<file path="config.mk">
export PLATFORM = sky130hd
export DESIGN_NAME = lagged_sum_random_range_top
export DESIGN_NICKNAME = d
export VERILOG_FILES = /design/src/lsrr_pkg.sv /design/src/lsrr_div.sv /design/src/lagged_sum_random_range_top.sv
export SDC_FILE = /design/constraint.sdc
export NUM_CORES = 1
export LEC_CHECK = 0
export BUFFER_PORTS_ARGS = -buffer_cell sky130_fd_sc_hd__buf_2
export CAP_MARGIN = 30
export CORE_ASPECT_RATIO = 1.1
export CORE_MARGIN = 5
export CORE_UTILIZATION = 60
export CTS_CLUSTER_DIAMETER = 80
export DETAILED_ROUTE_END_ITERATION = 10
export GPL_ROUTABILITY_DRIVEN = 0
export PLACE_DENSITY = 0.78
export SLEW_MARGIN = 10
export SYNTH_ARGS = -nofsm -noshare
export SYNTH_HDL_FRONTEND = slang
export SYNTH_SLANG_ARGS = --single-unit
export TNS_END_PERCENT = 50
</file>
<file path="constraint.sdc">
create_clock -name i_clk -period 5.25 [get_ports i_clk]
set_input_delay 0 -clock i_clk [delete_from_list [all_inputs] [get_ports i_clk]]
set_output_delay 0 -clock i_clk [all_outputs]
set_load 0.01 [all_outputs]
</file>
<file path="src/lsrr_pkg.sv">
// ----------------------------------------------------------------------------
// lsrr_pkg
// Shared types and constants for the lagged-sum random range generator.
// ----------------------------------------------------------------------------
package lsrr_pkg;

    // word widths
    localparam int LAG_W    = 15;
    localparam int DVS_W    = LAG_W + 1;
    localparam int NUM_LAGS = 4;

    // restoring divider: one quotient bit per step
    localparam int DIV_STEPS = LAG_W;
    localparam int CNT_W     = $clog2(DIV_STEPS + 1);

    // full-scale numerator for the divisor computation
    localparam logic [LAG_W-1:0] SCALE_NUM = {LAG_W{1'b1}};

    // lag word reset values, newest first
    localparam logic [LAG_W-1:0] LAG_INIT_0 = LAG_W'(1018);
    localparam logic [LAG_W-1:0] LAG_INIT_1 = LAG_W'(4521);
    localparam logic [LAG_W-1:0] LAG_INIT_2 = LAG_W'(202);
    localparam logic [LAG_W-1:0] LAG_INIT_3 = LAG_W'(419);

    // sequencer states
    typedef enum logic [2:0] {
        S_IDLE,
        S_DIV1,
        S_DIV2,
        S_DONE
    } t_state;

    // request to the shared divider
    typedef struct packed {
        logic             start;
        logic [LAG_W-1:0] dividend;
        logic [DVS_W-1:0] divisor;
    } t_div_req;

    // response from the shared divider
    typedef struct packed {
        logic             done;
        logic [LAG_W-1:0] quotient;
    } t_div_rsp;

endpackage

</file>
<file path="src/lsrr_div.sv">
// ----------------------------------------------------------------------------
// lsrr_div
// Restoring divider, one quotient bit per cycle. A 15-bit dividend over a
// nonzero 16-bit divisor; done pulses for one cycle with the quotient.
// ----------------------------------------------------------------------------
module lsrr_div (
    input  logic               i_clk,
    input  logic               i_rst_n,
    input  lsrr_pkg::t_div_req i_req,
    output lsrr_pkg::t_div_rsp o_rsp
);

    logic [lsrr_pkg::LAG_W-1:0] r_rem, n_rem;
    logic [lsrr_pkg::LAG_W-1:0] r_quo, n_quo;
    logic [lsrr_pkg::DVS_W-1:0] r_dvs, n_dvs;
    logic [lsrr_pkg::CNT_W-1:0] r_cnt, n_cnt;
    logic                       r_busy, n_busy;
    logic                       r_done, n_done;

    logic [lsrr_pkg::DVS_W-1:0] shifted;
    logic [lsrr_pkg::DVS_W:0]   diff;

    // trial subtract of the divisor from the shifted remainder
    assign shifted = {r_rem, r_quo[lsrr_pkg::LAG_W-1]};
    assign diff    = {1'b0, shifted} - {1'b0, r_dvs};

    // next-value logic
    always_comb begin
        n_rem  = r_rem;
        n_quo  = r_quo;
        n_dvs  = r_dvs;
        n_cnt  = r_cnt;
        n_busy = r_busy;
        n_done = 1'b0;
        if (i_req.start) begin
            n_rem  = '0;
            n_quo  = i_req.dividend;
            n_dvs  = i_req.divisor;
            n_cnt  = lsrr_pkg::CNT_W'(lsrr_pkg::DIV_STEPS);
            n_busy = 1'b1;
        end else if (r_busy) begin
            if (!diff[lsrr_pkg::DVS_W]) begin
                // remainder stays below the divisor, so it fits the low bits
                n_rem = diff[lsrr_pkg::LAG_W-1:0];
                n_quo = {r_quo[lsrr_pkg::LAG_W-2:0], 1'b1};
            end else begin
                n_rem = shifted[lsrr_pkg::LAG_W-1:0];
                n_quo = {r_quo[lsrr_pkg::LAG_W-2:0], 1'b0};
            end
            n_cnt = r_cnt - 1'b1;
            if (r_cnt == lsrr_pkg::CNT_W'(1)) begin
                n_busy = 1'b0;
                n_done = 1'b1;
            end
        end
    end

    // control state
    always_ff @(posedge i_clk) begin
        if (!i_rst_n) begin
            r_cnt  <= '0;
            r_busy <= 1'b0;
            r_done <= 1'b0;
        end else begin
            r_cnt  <= n_cnt;
            r_busy <= n_busy;
            r_done <= n_done;
        end
    end

    // datapath
    always_ff @(posedge i_clk) begin
        r_rem <= n_rem;
        r_quo <= n_quo;
        r_dvs <= n_dvs;
    end

    assign o_rsp.done     = r_done;
    assign o_rsp.quotient = r_quo;

endmodule

</file>
<file path="src/lagged_sum_random_range_top.sv">
// ----------------------------------------------------------------------------
// lagged_sum_random_range_top
// Additive lagged-sum random generator scaled to a requested inclusive range.
// ----------------------------------------------------------------------------
// Each request carries an inclusive upper limit. On the transfer the four
// 15-bit lag words are summed modulo 2^15, the words shift by one and the sum
// becomes the newest word. The sum is then scaled by two serial divisions on
// one shared restoring divider: divisor = 32767 / (limit + 1), forced to one
// when zero, then value = sum / divisor, clamped to the limit. o_in_stall stays
// high from the transfer until the result is moved into the output register.
// The result sits in that output register, so the next request is taken
// while a finished result still waits downstream.
// Lag words reset to 1018, 4521, 202, 419, newest first.
// ----------------------------------------------------------------------------
module lagged_sum_random_range_top (
    input  logic                       i_clk,
    input  logic                       i_rst_n,
    input  logic                       i_in_valid,
    output logic                       o_in_stall,
    input  logic [lsrr_pkg::LAG_W-1:0] i_range_limit,
    output logic                       o_out_valid,
    input  logic                       i_out_stall,
    output logic [lsrr_pkg::LAG_W-1:0] o_random_value
);

    lsrr_pkg::t_state r_state, n_state;

    logic [lsrr_pkg::LAG_W-1:0] r_lag [lsrr_pkg::NUM_LAGS];
    logic [lsrr_pkg::LAG_W-1:0] r_limit;
    logic [lsrr_pkg::LAG_W-1:0] r_sum;
    logic [lsrr_pkg::LAG_W-1:0] r_val;
    logic [lsrr_pkg::LAG_W-1:0] r_out;
    logic                       r_out_valid;

    logic                       in_xfer;
    logic                       out_free;
    logic [lsrr_pkg::LAG_W+1:0] sum_full;
    logic [lsrr_pkg::LAG_W-1:0] scale_dvs;
    logic [lsrr_pkg::LAG_W-1:0] clamped;

    lsrr_pkg::t_div_req div_req;
    lsrr_pkg::t_div_rsp div_rsp;

    // shared divider
    lsrr_div u_div (
        .i_clk   (i_clk),
        .i_rst_n (i_rst_n),
        .i_req   (div_req),
        .o_rsp   (div_rsp)
    );

    assign in_xfer  = i_in_valid && !o_in_stall;
    assign out_free = !r_out_valid || !i_out_stall;

    // sum of the lag words, modulo 2^15 by truncation
    assign sum_full = {2'b00, r_lag[0]} + {2'b00, r_lag[1]}
                    + {2'b00, r_lag[2]} + {2'b00, r_lag[3]};

    // zero divisor only for the top limit; force it to one
    assign scale_dvs = (div_rsp.quotient == '0) ? lsrr_pkg::LAG_W'(1)
                                                : div_rsp.quotient;

    // clamp the scaled value to the limit
    assign clamped = (div_rsp.quotient > r_limit) ? r_limit : div_rsp.quotient;

    // next state
    always_comb begin
        n_state = r_state;
        case (r_state)
            lsrr_pkg::S_IDLE: begin
                if (i_in_valid) n_state = lsrr_pkg::S_DIV1;
            end
            lsrr_pkg::S_DIV1: begin
                if (div_rsp.done) n_state = lsrr_pkg::S_DIV2;
            end
            lsrr_pkg::S_DIV2: begin
                if (div_rsp.done) n_state = lsrr_pkg::S_DONE;
            end
            lsrr_pkg::S_DONE: begin
                if (out_free) n_state = lsrr_pkg::S_IDLE;
            end
            default: n_state = lsrr_pkg::S_IDLE;
        endcase
    end

    // sequencer outputs
    always_comb begin
        o_in_stall       = 1'b1;
        div_req.start    = 1'b0;
        div_req.dividend = lsrr_pkg::SCALE_NUM;
        div_req.divisor  = {1'b0, i_range_limit} + lsrr_pkg::DVS_W'(1);
        case (r_state)
            lsrr_pkg::S_IDLE: begin
                o_in_stall    = 1'b0;
                div_req.start = i_in_valid;
            end
            lsrr_pkg::S_DIV1: begin
                div_req.start    = div_rsp.done;
                div_req.dividend = r_sum;
                div_req.divisor  = {1'b0, scale_dvs};
            end
            default: begin
                o_in_stall = 1'b1;
            end
        endcase
    end

    // control state
    always_ff @(posedge i_clk) begin
        if (!i_rst_n) begin
            r_state     <= lsrr_pkg::S_IDLE;
            r_out_valid <= 1'b0;
            r_lag[0]    <= lsrr_pkg::LAG_INIT_0;
            r_lag[1]    <= lsrr_pkg::LAG_INIT_1;
            r_lag[2]    <= lsrr_pkg::LAG_INIT_2;
            r_lag[3]    <= lsrr_pkg::LAG_INIT_3;
        end else begin
            r_state <= n_state;
            // lag shift line advances on each input transfer
            if (in_xfer) begin
                r_lag[0] <= sum_full[lsrr_pkg::LAG_W-1:0];
                for (int i = 1; i < lsrr_pkg::NUM_LAGS; i++) begin
                    r_lag[i] <= r_lag[i-1];
                end
            end
            // output register valid
            if (r_state == lsrr_pkg::S_DONE && out_free) begin
                r_out_valid <= 1'b1;
            end else if (!i_out_stall) begin
                r_out_valid <= 1'b0;
            end
        end
    end

    // datapath registers
    always_ff @(posedge i_clk) begin
        if (in_xfer) begin
            r_limit <= i_range_limit;
            r_sum   <= sum_full[lsrr_pkg::LAG_W-1:0];
        end
        if (r_state == lsrr_pkg::S_DIV2 && div_rsp.done) begin
            r_val <= clamped;
        end
        if (r_state == lsrr_pkg::S_DONE && out_free) begin
            r_out <= r_val;
        end
    end

    assign o_out_valid    = r_out_valid;
    assign o_random_value = r_out;

endmodule
</file>
==> results of run 1 <==
## final cells by class
class,instances,share of cell area [%]
Sequential cell,175,45.7
Multi-Input combinational cell,585,38.5
Inverter,126,4.31
Timing Repair Buffer,65,4.03
Clock buffer,18,3.91
Tap cell,204,2.32
Clock inverter,14,1.29
## cell usage in the layout (no fill, tap or decap), types with 3 or more instances in the layout
cell | Yosys | routed
nor3_1 | 10 | 10
dfxtp_1 | 24 | 24
buf_2 | 5 | 35
a21o_1 | 11 | 11
nand2_1 | 83 | 83
a31oi_1 | 33 | 33
clkinvlp_4 | 0 | 3
dlygate4sd3_1 | 0 | 17
xor2_1 | 17 | 17
nor2b_1 | 8 | 8
xnor2_1 | 22 | 22
clkbuf_16 | 0 | 17
o211ai_1 | 3 | 3
nor4_1 | 4 | 4
nor2_1 | 53 | 53
nand3_1 | 21 | 21
buf_4 | 2 | 13
a21oi_1 | 48 | 47
and3_1 | 12 | 12
fa_1 | 29 | 29
mux2i_1 | 11 | 11
o31ai_1 | 14 | 14
a211oi_1 | 9 | 9
o21ai_0 | 50 | 50
nand4_1 | 10 | 10
o21ai_1 | 3 | 3
inv_1 | 124 | 124
and2_1 | 17 | 17
a32oi_1 | 4 | 4
edfxtp_1 | 151 | 151
clkinv_1 | 2 | 5
nand2b_1 | 21 | 20
ha_1 | 52 | 52
## cell families (layout without fill, tap and decap cells)
group           count (synthesis)  after routing  share of synthesized area, %
compound gates                198            198                          12.7
simple gates                  255            255                          12.9
mux                            12             12                          1.23
flops                         175            175                          50.8
buf+inv                       162            223                          6.45
xor+xnor                       39             39                          3.46
fa+ha+maj                      81             81                          12.5
## state kept, by name, indices dropped and copies added, names as in the netlist, 15 cells and up
name            count
r_limit            15
r_sum              15
r_lag              60
r_val              15
u_div.r_rem        15
u_div.r_dvs        16
o_random_value     15
u_div.r_quo        15
## critical path, stage by stage, from the launching register on
cell	delay [ns]
edfxtp_1	0.32
inv_1	0.07
fa_1	0.54
inv_1	0.05
fa_1	0.45
ha_1	0.24
fa_1	0.42
a211o_1	0.32
and4_1	0.23
o21ai_0	0.19
a31o_2	0.21
a21oi_1	0.08
a311oi_1	0.26
## cell usage after synthesis (2+ instances only)
cell type	count
a21boi_0	2
buf_2	5
o211ai_1	3
o221ai_1	2
a32oi_1	4
o31ai_1	14
a31oi_1	33
nand3_1	21
dfxtp_1	24
nand2_1	83
nor3_1	10
o21ai_0	50
buf_6	2
ha_1	52
nor3_2	2
a211oi_1	9
o21ai_1	3
a21o_1	11
or4_1	2
buf_4	2
clkbuf_1	26
a21oi_1	48
o22ai_1	2
mux2i_1	11
nand2b_1	21
and2_1	17
edfxtp_1	151
clkinv_1	2
xor2_1	17
nor2_1	53
and4_1	2
nor2b_1	8
xnor2_1	22
o211ai_2	2
nor4_1	4
inv_1	124
o21a_1	2
fa_1	29
nand4_1	10
and3_1	12
## path summary, 6_finish.rpt
check / start / end / slack, ns / cells after the start
min: i_in_valid / r_state[1] / 0.14 / 4
max: r_lag[0][1] / r_lag[0][13] / 1.66 / 12
min reg2reg: r_val[13] / o_random_value[13] / 0.42 / 0
max reg2reg: r_lag[0][1] / r_lag[0][13] / 1.66 / 12
## through the flow
step	setup slack (ns)	hold slack [ns]	std cells	instance area, sq um
finish	1.66	0.142	1187	11000
global route	1.59	0.197	1187	11000
CTS	1.68	0.126	1186	11000
detailed placement	1.71	0.222	1137	10200
global placement	1.82	0.226	1135	10200
floorplan	1.83	0.0989	922	9870
## per-layer routing
| layer | up-vias | GRT usage (%) | wire length, um |
|---|---|---|---|
| met4 | 0 | 7.29 | 373 |
| met5 | - | 0 | 0 |
| met1 | 3258 | 26.0 | 8110 |
| li1 | 3339 | - | - |
| met3 | 29 | 3.65 | 889 |
| met2 | 154 | 38.0 | 9840 |
## repair_timing
action | 4_1_cts | 5_1_grt
resized for setup | 0 | 0
setup endpoints to repair | 0 | 0
hold buffers | 17 | 0
hold endpoints to repair | 29 | 0
==> results_dict.tcl, run 1 <==
set metrics [dict create \
    run_status "finished clean" \
    syn_area_per_cell_sq_um 10.7 \
    worst_ep_arrival_time_ns 3.82 \
    final-hold-violation-count 0 \
    final_util_pct 67.6 \
    antenna_cells 0 \
    synth_top_area_cell "edfxtp_1" \
    cp_max_fo 3 \
    remaining_drc_errors 0 \
    ant_nets 0 \
    cts_tree "yes" \
    grt_pass1_vias 6721 \
    synth_cell_types 65 \
    drtIter0Drc 632 \
    grt_pass1_wl_um 32600 \
    yosysSeqAreaShare_pct 50.8 \
    core_sq_mm 0.0162 \
    tightest_slew_ns 0.864 \
    min_period_over_period_pct 68.4 \
    io_pins 36 \
    synth.area.top_cells "edfxtp_1 46%, ha_1 6.6%, fa_1 5.9%" \
    cts-htree-levels 4 \
    clk_pin_slew_ns 0.07 \
    wire_per_inst_um 16.2 \
    netlist_instances 922 \
    synth_area_sq_mm 0.00987 \
    area_delta_synth_final_pct 11.3 \
    period_needed_ns 3.59 \
    max_cap_violations 0 \
    synth-seq-cells 175 \
    die_y_um 145 \
    numCtsBuffers 17 \
    syn_nets 1022 \
    max_freq_mhz 278 \
    clock_sinks 175 \
    postCtsSetupRepairBufs 0 \
    cts_root_buf "clkbuf_16" \
    start_util_pct 60.7 \
    via_per_inst 5.71 \
    clock_skew_ns 0.00741 \
    crit_type "flop to flop" \
    drt_wl_total_um 19200 \
    io_buffer_count 35 \
    worstHoldPathType "input pin to flop" \
    num_rows 49 \
    slew_violations 0 \
    setup-violations-final 0 \
    die-area_sq_mm 0.0191 \
    vias 6780 \
    yosys_warnings 0 \
    die-width_um 132 \
    antenna_found_initial 0 \
    max_slew_margin_pct 42.4 \
    setup-tns-final_ns 0 \
    grt_max_degree 41 \
    yosys.area.top_type_share_pct 45.9 \
    clk_latency_ns 0.43 \
    synth-edff-count 151 \
    nNetsFinal 1070 \
    crit_path_end_kind "flop" \
    seq_area_sq_mm 0.00501 \
    synth_top_flop_cell "edfxtp_1" \
    rsz0062_at_grt "no" \
    fillCellCount 1177 \
    overflow 0 \
    async_flop_share_pct 0 \
    grt_usage_pct 21.1 \
    firstDrtPassIters 5 \
    drive_gt1_share_pct 9.56 \
    critPathRequiredTime_ns 5.48 \
    clock_path_buffers 2 \
    multi_input_area_sq_mm 0.00422 \
    post-dp-hpwl_um 13600 \
    cp-start-kind "flop" \
]
Power of run 1 is left out: the tool's default activity adds up to more than one toggle a clock period on the data nets, which glitch-free logic cannot reach.
==> inputs of run 2 (changes only) <==
--- a/config.mk
+++ b/config.mk
@@ -9,11 +9,11 @@
 export CAP_MARGIN = 30
 export CORE_ASPECT_RATIO = 1.1
 export CORE_MARGIN = 5
-export CORE_UTILIZATION = 60
+export CORE_UTILIZATION = 57
 export CTS_CLUSTER_DIAMETER = 80
 export DETAILED_ROUTE_END_ITERATION = 10
 export GPL_ROUTABILITY_DRIVEN = 0
-export PLACE_DENSITY = 0.78
+export PLACE_DENSITY = 0.77
 export SLEW_MARGIN = 10
 export SYNTH_ARGS = -nofsm -noshare
 export SYNTH_HDL_FRONTEND = slang
==> constraint.sdc (replaced) <==
create_clock -name i_clk -period 3 [get_ports i_clk]
set_input_delay 0 -clock i_clk [delete_from_list [all_inputs] [get_ports i_clk]]
set_output_delay 0 -clock i_clk [all_outputs]
set_load 0.01 [all_outputs]
==> results_dict.tcl, run 2 (synthesized netlist as in run 1, its figures left out) <==
set metrics [dict create \
    max_cap_violations 0 \
    period_needed_ns 3.29 \
    crit_path_end_kind "flop" \
    cp_max_fo 2 \
    final-hold-violation-count 0 \
    rsz0062_at_grt "yes" \
    drtIter0Drc 760 \
    cts_tree "yes" \
    worstHoldPathType "input pin to flop" \
    overflow 0 \
    cp-start-kind "flop" \
    grt_pass1_vias 6994 \
    violations "setup timing" \
    clock_sinks 175 \
    clock_skew_ns 0.00783 \
    antenna_cells 0 \
    post-dp-hpwl_um 13900 \
    grt_max_degree 61 \
    cts-htree-levels 4 \
    largest_reg_flops 60 \
    io_pins 36 \
    die-area_sq_mm 0.0200 \
    via_per_inst 5.66 \
    max_slew_margin_pct 49.0 \
    critPathRequiredTime_ns 3.19 \
    ant_nets 0 \
    setup_slack_ns -0.286 \
    clk_latency_ns 0.43 \
    numCtsBuffers 17 \
    drive_gt1_share_pct 16.5 \
    nNetsFinal 1110 \
    remaining_drc_errors 0 \
    cpMostUsedCell "fa_1" \
    max_freq_mhz 304 \
    crit_slowest_cell "fa_1" \
    num_rows 50 \
    grt_pass1_wl_um 34200 \
    clock_path_buffers 2 \
    min_period_over_period_pct 110 \
    dp_worst_setup_slack_ns -0.467 \
    antenna_found_initial 0 \
    crit_type "flop to flop" \
    slew_violations 0 \
    wire_per_inst_um 17.0 \
    drt_wl_total_um 21300 \
    die_y_um 148 \
    die-width_um 135 \
    vias 7109 \
    tightest_slew_ns 0.765 \
    reg.largest.list "r_lag x60, u_div.r_dvs x16" \
    cp_slowest_stage_delay_ns 0.53 \
    run_status "finished with violations" \
    core_sq_mm 0.0170 \
    worst_ep_arrival_time_ns 3.48 \
    crit_chain "inv_2 -> fa_1 -> inv_1 -> fa_1 -> ha_2 -> fa_2 -> a211o_1 -> and4_4 -> o21ai_4 -> a21oi_1 -> xor2_1 -> and2_1" \
    firstDrtPassIters 6 \
    area_delta_synth_final_pct 16.9 \
    start_util_pct 58.0 \
    cts_root_buf "clkbuf_16" \
    layout_commonest_cell "edfxtp_1" \
    top_register "r_lag" \
    clk_pin_slew_ns 0.07 \
    io_buffer_count 35 \
    layout_common_cells "151 x edfxtp_1, 115 x inv_1, 83 x nand2_1, 52 x nor2_1, 50 x buf_4" \
    setup-violations-final 18 \
    grt_usage_pct 21.4 \
]
-- run 2: final timing paths --
kind	from	to	slack (ns)	depth (start not counted)
max	r_lag[0][1]	r_lag[0][11]	-0.29	12
min	i_in_valid	r_state[0]	0.11	3
max reg2reg	r_lag[0][1]	r_lag[0][11]	-0.29	12
min reg2reg	r_val[1]	o_random_value[1]	0.42	0
-- run 2: metal layers --
layer  share of wire, %  up-vias  global-route usage [%]
met3                4.9       35                    2.96
met4                2.1        0                    6.30
met1                 40     3417                    26.5
li1                   -     3414                       -
met5                  0        -                       0
met2                 53      243                    39.1
-- run 2: timing repair --
item,4_1_cts,5_1_grt
pin swaps,15,24
hold endpoints to repair,29,0
setup endpoints to repair,16,19
hold buffers,18,0
gates resized for setup,17,24
setup buffers,5,4
-- run 2: final cells by class --
type	count	area, sq um
Clock buffer	18	429
Timing Repair Buffer	105	762
Sequential cell	175	5010
Fill cell	1198	5480
Tap cell	234	293
Multi-Input combinational cell	585	4390
Clock inverter	14	178
Inverter	126	473
-- run 2: critical path, delay by kind of cell, from the launching register on --
kind | cells | cell delay (ns)
adders and majority gates | 4 | 1.52
AOI/OAI and AO/OA | 3 | 0.56
and+or+nand+nor | 2 | 0.36
DFF | 1 | 0.35
xor gates and xnor gates | 1 | 0.15
buffers and inverters | 2 | 0.10
-- run 2: metrics by stage --
stage / hold slack (ns) / cell area, sq um / util (%) / TNS (ns) / instances
after global placement: 0.222 / 10500 / 61.8 / -3.18 / 1198
after floorplan: 0.0989 / 9870 / - / -1.23 / 922
after CTS: 0.105 / 11400 / 67.0 / -3.18 / 1253
after global routing: 0.161 / 11500 / 67.8 / -4.88 / 1257
after detailed placement: 0.226 / 10500 / 61.8 / -3.66 / 1199
final: 0.113 / 11500 / 67.8 / -3.28 / 1257
Power of run 2 is left out for the same reason.
